**config.mk**
```make
export PLATFORM = sky130hd
export DESIGN_NAME = sagt_ctrl
export DESIGN_NICKNAME = d
export VERILOG_FILES = /design/src/hw/rtl/sagt_pkg.sv /design/src/hw/rtl/sagt_ctrl.sv
export VERILOG_INCLUDE_DIRS = /design/src /design/src/hw/rtl
export SDC_FILE = /design/constraint.sdc
export NUM_CORES = 1
export LEC_CHECK = 0
export ABC_CLOCK_PERIOD_IN_PS = 1160
export CELL_PAD_IN_SITES_DETAIL_PLACEMENT = 1
export CELL_PAD_IN_SITES_GLOBAL_PLACEMENT = 1
export CORE_AREA = 4 4 41 43
export CTS_BUF_LIST = sky130_fd_sc_hd__clkbuf_4 sky130_fd_sc_hd__clkbuf_8 sky130_fd_sc_hd__clkbuf_16
export CTS_CLUSTER_SIZE = 10
export DETAILED_ROUTE_END_ITERATION = 8
export DIE_AREA = 0 0 45 47
export DONT_BUFFER_PORTS = 1
export GPL_TIMING_DRIVEN = 1
export PLACE_DENSITY_LB_ADDON = 0.1
export SLEW_MARGIN = 15
export SYNTH_ARGS = -nofsm -noshare
export SYNTH_HDL_FRONTEND = slang
export SYNTH_SLANG_ARGS = --single-unit
```
**constraint.sdc**
```tcl
create_clock -name clk -period 1.16 [get_ports clk]
set_input_delay 0.116 -clock clk [delete_from_list [all_inputs] [get_ports clk]]
set_output_delay 0.116 -clock clk [all_outputs]
set_load 0.005 [all_outputs]
```
**src/hw/rtl/spatial_access_generation_tracker_macros.svh**
```systemverilog
// Assertion helpers for the generation tracker.
`ifndef SPATIAL_ACCESS_GENERATION_TRACKER_MACROS_SVH
`define SPATIAL_ACCESS_GENERATION_TRACKER_MACROS_SVH
// Implication checked on every clock edge outside reset.
`define SAGT_ASSERT_IMP(label, clk, rst_n, ante, cons, msg) \
	label: assert property (@(posedge clk) disable iff (!rst_n) (ante) |-> (cons)) \
		else $error(msg);
// Next-cycle implication.
`define SAGT_ASSERT_NXT(label, clk, rst_n, ante, cons, msg) \
	label: assert property (@(posedge clk) disable iff (!rst_n) (ante) |=> (cons)) \
		else $error(msg);
`endif

```
**src/hw/rtl/sagt_pkg.sv**
```systemverilog
// -----------------------------------------------------------------------------
// sagt_pkg
// Shared sizes, payload types and control structs of the generation tracker.
// -----------------------------------------------------------------------------
package sagt_pkg;
	localparam int RegionBlocks = 32;
	localparam int AccEntries = 32;
	localparam int FilterEntries = 32;
	localparam int OffW = $clog2(RegionBlocks);
	localparam int TagW = 58 - OffW;
	localparam int AccIdxW = (AccEntries > 1) ? $clog2(AccEntries) : 1;
	localparam int FltIdxW = (FilterEntries > 1) ? $clog2(FilterEntries) : 1;

	typedef enum logic {
		FUNC_RECORD = 1'b0,
		FUNC_EVICT  = 1'b1
	} func_t;

	typedef struct packed {
		logic        func;
		logic [57:0] block_addr;
		logic [47:0] access_pc;
		logic        store_op;
		logic [31:0] stamp;
	} req_t;

	typedef struct packed {
		logic        gen_valid;
		logic [52:0] gen_region_tag;
		logic [47:0] gen_trigger_pc;
		logic [4:0]  gen_trigger_offset;
		logic [31:0] gen_access_mask;
		logic [31:0] gen_read_mask;
	} rsp_t;

	// controller -> datapath
	typedef struct packed {
		logic load;   // capture request and search tables
		logic commit; // apply update and produce result
	} cmd_t;
endpackage

```
**src/hw/rtl/sagt_ctrl.sv**
```systemverilog
// -----------------------------------------------------------------------------
// sagt_ctrl
// Sequencer: search, update, then hold the result until taken.
// -----------------------------------------------------------------------------
`include "spatial_access_generation_tracker_macros.svh"
module sagt_ctrl (
	input  logic           clk,
	input  logic           arst_n,
	input  logic           in_valid,
	output logic           in_ready,
	output logic           out_valid,
	input  logic           out_ready,
	output sagt_pkg::cmd_t cmd
);
	import sagt_pkg::*;

	typedef enum logic [2:0] {
		ST_IDLE = 3'b001,
		ST_UPD  = 3'b010,
		ST_OUT  = 3'b100
	} state_t;

	state_t state_q, state_d;

	assign in_ready = (state_q == ST_IDLE);
	assign out_valid = (state_q == ST_OUT);
	assign cmd.load = in_valid && in_ready;
	assign cmd.commit = (state_q == ST_UPD);

	always_comb begin
		state_d = state_q;
		case (state_q)
			ST_IDLE: if (in_valid) state_d = ST_UPD;
			ST_UPD:  state_d = ST_OUT;
			ST_OUT:  if (out_ready) state_d = ST_IDLE;
			default: state_d = ST_IDLE;
		endcase
	end

	always_ff @(posedge clk or negedge arst_n) begin
		if (!arst_n) state_q <= ST_IDLE;
		else state_q <= state_d;
	end

	`SAGT_ASSERT_NXT(a_load_commit, clk, arst_n, cmd.load, cmd.commit, "commit must follow load")
	`SAGT_ASSERT_NXT(a_commit_out, clk, arst_n, cmd.commit, out_valid, "result must follow commit")
	`SAGT_ASSERT_IMP(a_no_overlap, clk, arst_n, out_valid, !in_ready, "request taken while result held")
endmodule

```
==> flow_summary.json, run 1 <==
{
  "vias": 119,
  "cts_buffers": 3,
  "yosysTopAreaCell": "dfrtp_1",
  "largest_reg_flops": 3,
  "outcome": "complete, no violations",
  "syn-instance-count": 12,
  "synth_area_leaders": "dfrtp_1 (32%), dfstp_2 (17%), and4bb_2 (16%)",
  "r2r-start": "state_q[0]",
  "fin_ws_ps": 14.30,
  "ant_nets": 0,
  "r2r_slack_ps": 80,
  "crit_path_max_incr_delay_ps": 530,
  "synthSimpleGateAreaFrac_pct": 46.40,
  "first_iter_violations": 0,
  "initial_core_util_pct": 12.02,
  "fillers": 163,
  "setup_violations": 0,
  "antenna_found_initial": 0,
  "synth_fa_ha_area_share_pct": 0,
  "synth.avg_cell_area_um2": 13.03,
  "cts_tree": "yes",
  "cp-start-kind": "flop",
  "hp-class": "in -> reg",
  "post-route-min-period_ps": 1146,
  "holdWs_ps": 92.19,
  "maxSlewHeadroom_pct": 77.15,
  "finClkSkew_ps": 4.768,
  "root_buffer": "clkbuf_4",
  "synth_ff_type": "dfrtp_1",
  "multi_input_area_um2": 77.57,
  "rsz0062_at_grt": "yes",
  "synth-seq-area-share_pct": 48.80,
  "synth_top_cell_area_share_pct": 32.00,
  "drcViolationCount": 0,
  "wl_um": 405,
  "top_register": "state_q",
  "finalCritPeriodShare_pct": 98.77,
  "die-area_mm2": 0.002115,
  "hold_path_end": "state_q[0]",
  "synth_edf_count": 0,
  "place_congestion": 0.5706,
  "die-height_um": 47,
  "clk_pin_slew_ps": 40,
  "synth_warnings": 0,
  "r2r_cells": 3,
  "required_ps": 1040,
  "leakage_uw": 0.00008643,
  "finalPower_uw": 566.2,
  "numClockSinks": 3,
  "synth_cell_types": 9,
  "io_pins": 8,
  "h-tree-depth": 1,
  "crit_type": "reg -> out",
  "path_delay_family": "flip-flops",
  "power_density_mw_per_mm2": 2571,
  "grt.total_usage_pct": 5.296,
  "grt-ovfl-total": 0,
  "fp-row-count": 13,
  "tightest_slew_ps": 338.0,
  "maxCapViolCount": 0,
  "cts_buffer_depth": 2,
  "finalHoldViolations": 0,
  "critical_path.cell_chain": "and4bb_2",
  "coreArea_mm2": 0.001301,
  "seq_area_um2": 76.32,
  "post-place-ws_ps": 153.4,
  "hp-start": "out_ready",
  "synth_seq_cells": 3,
  "synth-xor-area-share_pct": 0,
  "final_util_pct": 16.92,
  "r2r-end": "state_q[2]",
  "maxSlewViolCount": 0,
  "grt_max_degree": 7,
  "antennaDiodeCount": 0,
  "synth_top_family_by_area": "simple AND/OR/NAND/NOR gates",
  "clk_latency_ps": 240,
  "wl_per_cell_um": 12.66,
  "grt_pass1_wl_um": 662,
  "muxShareOfSynthArea_pct": 0,
  "die_w_um": 45,
  "viasPerCell": 3.719,
  "crit_path_end_kind": "output port",
  "ir_drop_uv": 727.0,
  "syn_area_um2": 156.4,
  "synth_commonest_cells": "and4bb_2 (2), dfrtp_1 (2), nor3b_1 (2)",
  "critPathBufInv": 0,
  "async_reset_ff_share_pct": 100.0,
  "syn_nets": 16,
  "synth_compound_area_share_pct": 0,
  "detailedRoute.firstPassIterationCount": 1,
  "fmax_mhz": 872.8,
  "drive_gt1_share_pct": 58.82,
  "critical_path.max_fanout": 4,
  "area_growth_pct": 40.80,
  "whs_path_depth": 2,
  "grt_pass1_vias": 148,
  "numPortBuffers": 0,
  "largestRegisters": "state_q (3)",
  "crit_slowest_cell": "dfstp_2",
  "fin_nets": 22,
  "crit_arrival_ps": 1030
}
what timing repair did:
action / CTS / global route
pin swaps: 1 / 1
buffers inserted: 1 / 0
hold buffers: 1 / 0
endpoints found under the setup margin: 2 / 3
endpoints found under the hold margin: 3 / 0
resized for setup: 1 / 0
cell usage in the layout, fill, tap and decap left out:
cell type	netlist	layout
clkbuf_4	0	4
nor3b_2	1	2
and4bb_2	2	2
dfrtp_1	2	2
nor3b_1	2	1
nor4b_1	1	1
nor3_1	1	1
or2_1	1	1
dlygate4sd3_1	0	1
buf_4	1	1
dfstp_2	1	1
logic make-up after synthesis:
logic type,Yosys count
buf+inv,1
flops,3
simple gates,8
final cells by class:
| class | instances | area share, % |
|---|---|---|
| Sequential cell | 3 | 34.66 |
| Timing Repair Buffer | 2 | 7.955 |
| Tap cell | 15 | 8.523 |
| Clock buffer | 4 | 13.64 |
| Multi-Input combinational cell | 8 | 35.23 |
report_power, final:
| group | switching (uW) | internal [uW] |
|---|---|---|
| clock network | 60.2 | 153 |
| logic | 58.3 | 94.1 |
| registers | 47.2 | 154 |
| total | 166 | 400 |
worst max path at each step:
stage	from	depth (start not counted)	slack (ps)	endpoint
after global placement	state_q[0]	2	160	state_q[0]
after floorplan	state_q[0]	2	230	state_q[2]
final	state_q[0]	1	10	cmd[1]
after detailed placement	state_q[1]	2	150	state_q[2]
after global routing	state_q[0]	2	-30	cmd[0]
after CTS	state_q[0]	1	-1	cmd[1]
stage by stage:
step | area, um2 | cells | TNS (ps)
5_1_grt | 220.2 | 32 | -88.67
2_1_floorplan | 156.4 | 12 | 0
4_1_cts | 220.2 | 32 | -1.326
3_3_place_gp | 167.7 | 26 | 0
6_report | 220.2 | 32 | 0
3_5_place_dp | 167.7 | 26 | 0
metal layers:
layer,vias to the layer above,share of wire [%],global-route usage (%)
met5,-,0,0
met4,0,4.4,10.53
met3,2,11,3.065
met2,8,44,5.932
met1,54,41,4.556
li1,55,-,-
(Power assumes the default switching activity.)
==> run 2, diff against run 1 <==
--- a/config.mk
+++ b/config.mk
@@ -15,8 +15,10 @@
 export DETAILED_ROUTE_END_ITERATION = 8
 export DIE_AREA = 0 0 45 47
 export DONT_BUFFER_PORTS = 1
+export GPL_ROUTABILITY_DRIVEN = 0
 export GPL_TIMING_DRIVEN = 1
 export PLACE_DENSITY_LB_ADDON = 0.1
+export SETUP_SLACK_MARGIN = 0.02
 export SLEW_MARGIN = 15
 export SYNTH_ARGS = -nofsm -noshare
 export SYNTH_HDL_FRONTEND = slang
==> run 2 against run 1 <==
Net effect:
- first-iteration DRC count is the same
- setup slack gained 1.1 ps
- register-to-register slack lost 20 ps
- maximum frequency is essentially flat
- critical endpoint unchanged
- largest power group unchanged
==> flow_summary.json, run 2 (same netlist as run 1, synthesis figures left out) <==
{
  "outcome": "complete, no violations",
  "mostFrequentLayoutCell": "clkbuf_4",
  "fmax_mhz": 873.7,
  "cp-start-kind": "flop",
  "viasPerCell": 3.656,
  "place_inst": 26,
  "hp-start": "out_ready",
  "cts_buffers": 3,
  "crit_type": "reg -> out",
  "power_density_mw_per_mm2": 2549,
  "grt-ovfl-total": 0,
  "grt.total_usage_pct": 5.296,
  "ir_drop_uv": 760.9,
  "critical_path.cell_chain": "and4bb_2",
  "path_delay_family": "flip-flops",
  "fin_ws_ps": 15.39,
  "finalCritPeriodShare_pct": 98.67,
  "r2r-end": "state_q[2]",
  "finClkSkew_ps": 5.580,
  "maxSlewViolCount": 0,
  "tns_ps": 0,
  "fillers": 165,
  "coreArea_mm2": 0.001301,
  "placed_area_um2": 167.7,
  "critical_path.max_fanout": 4,
  "clk_pin_slew_ps": 40,
  "root_buffer": "clkbuf_4",
  "hold_path_end": "state_q[0]",
  "whs_path_depth": 2,
  "crit_arrival_ps": 1030,
  "post-place-ws_ps": 153.4,
  "rsz0062_at_grt": "yes",
  "drcViolationCount": 0,
  "leakage_uw": 0.00008670,
  "r2r_slack_ps": 60,
  "detailedRoute.firstPassIterationCount": 1,
  "first_iter_violations": 0,
  "antenna_found_initial": 0,
  "r2r-start": "state_q[0]",
  "cts_tree": "yes",
  "grt_max_degree": 7,
  "post-route-min-period_ps": 1145,
  "die-area_mm2": 0.002115,
  "fin_nets": 22,
  "crit_path_max_incr_delay_ps": 530,
  "fin_cells": 32,
  "largestRegisters": "state_q (3)",
  "largest_reg_flops": 3,
  "die_w_um": 45,
  "fp-row-count": 13,
  "clk_latency_ps": 240,
  "hp-class": "in -> reg",
  "die-height_um": 47,
  "crit_slowest_cell": "dfstp_2",
  "grt_pass1_vias": 148,
  "area_growth_pct": 48.80,
  "drive_gt1_share_pct": 70.59,
  "vias": 117,
  "top_register": "state_q",
  "ant_nets": 0,
  "setup_violations": 0,
  "finalHoldViolations": 0,
  "grt_pass1_wl_um": 662,
  "required_ps": 1040,
  "crit_path_end_kind": "output port",
  "initial_core_util_pct": 12.02,
  "maxSlewHeadroom_pct": 76.85,
  "critPathBufInv": 0,
  "tightest_slew_ps": 342.4,
  "numClockSinks": 3,
  "io_pins": 8,
  "antennaDiodeCount": 0,
  "wl_per_cell_um": 12.44,
  "r2r_cells": 3,
  "wl_um": 398,
  "cts_buffer_depth": 2,
  "maxCapViolCount": 0,
  "layout_common_cells": "clkbuf_4 (4), nor3b_2 (2), and4bb_2 (2)",
  "numPortBuffers": 0,
  "fin_area_um2": 232.7,
  "h-tree-depth": 1
}
run 2: what timing repair did:
action	4_1_cts	5_1_grt
hold buffers	1	0
endpoints found under the hold margin	3	0
gates resized for setup	1	3
pin swaps	1	1
setup endpoints to repair	2	3
setup buffers	1	0
run 2: layout make-up:
cell class	instances	area, um2	area share [%]
Multi-Input combinational cell	8	88.84	38.17
Sequential cell	3	77.57	33.33
Tap cell	15	18.77	8.065
Clock buffer	4	30.03	12.90
Timing Repair Buffer	2	17.52	7.527
run 2: per-stage QoR:
step,utilization [%],hold slack [ps],power [uW]
6_report,17.88,93.60,593.1
5_1_grt,17.88,105.7,631.8
4_1_cts,16.92,92.61,583.5
3_5_place_dp,12.88,-179.4,321.2
2_1_floorplan,-,-179.6,300.9
3_3_place_gp,12.88,-179.4,326.7
run 2: routing by layer:
metal / track usage, % / wire length, um
met4: 10.53 / 18
met1: 4.556 / 153
met3: 3.065 / 48
met5: 0 / 0
met2: 5.932 / 177
run 2: how the worst max path moves through the flow:
stage	startpoint	to	slack, ps	cells after the start
global placement	state_q[0]	state_q[0]	160	2
CTS	state_q[0]	cmd[1]	-1	1
floorplan	state_q[0]	state_q[2]	230	2
finish	state_q[0]	cmd[1]	20	1
detailed placement	state_q[1]	state_q[2]	150	2
global route	state_q[0]	cmd[1]	-20	1
run 2: worst reg2reg max path: cells and delay by family (launching register included):
kind,cells,cell delay (ps)
simple gates,2,520
flops,1,370
buf+inv,1,150
run 2: power breakdown:
group / internal (uW) / switching [uW] / leakage [uW]
combinational: 105 / 66.9 / 0.0000328
clock: 153 / 61.1 / 0.0000184
sequential: 156 / 52.2 / 0.0000355
==> run 3, diff against run 2 <==
--- a/config.mk
+++ b/config.mk
@@ -6,7 +6,7 @@
 export SDC_FILE = /design/constraint.sdc
 export NUM_CORES = 1
 export LEC_CHECK = 0
-export ABC_CLOCK_PERIOD_IN_PS = 1160
+export ABC_CLOCK_PERIOD_IN_PS = 1400
 export CELL_PAD_IN_SITES_DETAIL_PLACEMENT = 1
 export CELL_PAD_IN_SITES_GLOBAL_PLACEMENT = 1
 export CORE_AREA = 4 4 41 43
==> constraint.sdc (replaced) <==
create_clock -name clk -period 1.4 [get_ports clk]
set_input_delay 0.14 -clock clk [delete_from_list [all_inputs] [get_ports clk]]
set_output_delay 0.14 -clock clk [all_outputs]
set_load 0.005 [all_outputs]
==> run 3 against run 2 <==
Net effect:
- final cell count fell by 3.1%
- utilization fell by 1.9 points
- via count fell by 1.7%
- register-to-register slack improved by 340 ps
- non-clock buffer count fell by 1
- clock power fell by 18%
- worst hold slack improved by 25 ps
- first-iteration DRC count did not move
- die area did not move
- combinational power fell by 47%
- global-route usage fell by 0.079 points
- critical path depth did not move
- critical endpoint unchanged
- highest routed layer unchanged
==> flow_summary.json, run 3 (same netlist as run 1, synthesis figures left out) <==
{
  "die_w_um": 45,
  "finalCritPeriodShare_pct": 86.89,
  "finalPower_uw": 442.6,
  "whs_path_depth": 2,
  "drive_gt1_share_pct": 50.00,
  "maxCapViolCount": 0,
  "viasPerCell": 3.710,
  "wl_um": 399,
  "finalHoldViolations": 0,
  "top_register": "state_q",
  "detailedRoute.firstPassIterationCount": 1,
  "h-tree-depth": 1,
  "r2r_slack_ps": 400,
  "maxSlewHeadroom_pct": 77.09,
  "crit_path_max_incr_delay_ps": 570,
  "crit_slowest_cell": "dfstp_2",
  "r2r_cells": 2,
  "mostFrequentLayoutCell": "clkbuf_4",
  "cts.repair.resized": 0,
  "hp-class": "in -> reg",
  "critical_path.max_fanout": 6,
  "wl_per_cell_um": 12.87,
  "clk_latency_ps": 240,
  "finClkSkew_ps": 4.233,
  "holdWs_ps": 118.6,
  "crit_type": "reg -> out",
  "coreArea_mm2": 0.001301,
  "maxSlewViolCount": 0,
  "post_cts_buffers": 0,
  "fmax_mhz": 822.0,
  "rsz0062_at_grt": "no",
  "grt_pass1_wl_um": 648,
  "numPortBuffers": 0,
  "grt-ovfl-total": 0,
  "largest_reg_flops": 3,
  "r2r-start": "state_q[1]",
  "fin_nets": 21,
  "post-route-min-period_ps": 1216,
  "first_iter_violations": 0,
  "die-area_mm2": 0.002115,
  "initial_core_util_pct": 12.02,
  "power_density_mw_per_mm2": 2131,
  "grt.total_usage_pct": 5.217,
  "clk_pin_slew_ps": 40,
  "layout_common_cells": "clkbuf_4 (4), nor3b_1 (2), and4bb_2 (2), dfrtp_1 (2)",
  "grt_pass1_vias": 148,
  "numClockSinks": 3,
  "cts_hold_buffers": 1,
  "crit_start": "state_q[0]",
  "cts_buffers": 3,
  "die-height_um": 47,
  "critical_path.cell_chain": "and4bb_2",
  "vias": 115,
  "seq_area_um2": 76.32,
  "multi_input_area_um2": 72.57,
  "path_delay_family": "flip-flops",
  "hold_path_end": "state_q[0]",
  "cp-start-kind": "flop",
  "setup_violations": 0,
  "cts_tree": "yes",
  "antenna_found_initial": 0,
  "fillers": 164,
  "crit_path_end_kind": "output port",
  "fp-row-count": 13,
  "tns_ps": 0,
  "grt_max_degree": 7,
  "r2r-end": "state_q[2]",
  "root_buffer": "clkbuf_4",
  "antennaDiodeCount": 0,
  "io_pins": 8,
  "ant_nets": 0,
  "critPathBufInv": 0,
  "leakage_uw": 0.00007914,
  "placed_area_um2": 167.7,
  "ir_drop_uv": 543.1,
  "final_util_pct": 15.96,
  "drcViolationCount": 0,
  "hp-start": "out_ready",
  "cts_buffer_depth": 2,
  "outcome": "complete, no violations",
  "tightest_slew_ps": 338.9,
  "largestRegisters": "state_q (3)",
  "fin_area_um2": 207.7,
  "required_ps": 1260,
  "crit_arrival_ps": 1080,
  "area_growth_pct": 32.80
}
==> run 3: per-layer routing <==
layer | wire length (um) | track usage [%]
met4 | 18 | 10.53
met5 | 0 | 0
met3 | 43 | 3.065
met1 | 161 | 4.328
met2 | 176 | 5.932
==> run 3: worst max-delay path by stage <==
stage	endpoint	cells past startpoint
after detailed placement	state_q[2]	2
final	cmd[1]	1
after floorplan	state_q[2]	2
after global routing	in_ready	1
after global placement	state_q[0]	2
after CTS	in_ready	1
==> run 3: power breakdown <==
part           leakage [uW]  total [uW]  internal [uW]  switching, uW
logic             0.0000236        91.6           56.6           35.0
clock network     0.0000184         176            126           49.4
registers         0.0000371         175            128           47.0
total             0.0000791         443            311            131
==> run 3: cell type report <==
class,count,share of cell area (%)
sequential,3,36.75
multi-input combinational,8,34.94
tap,15,9.036
timing repair buffer,1,4.819
clock buffer,4,14.46
==> run 3: through the flow <==
step	cells	setup WS, ps
floorplan	12	471.7
finish	31	183.5
detailed placement	26	393.4
global route	31	122.2
CTS	31	165.7
global placement	26	404.6
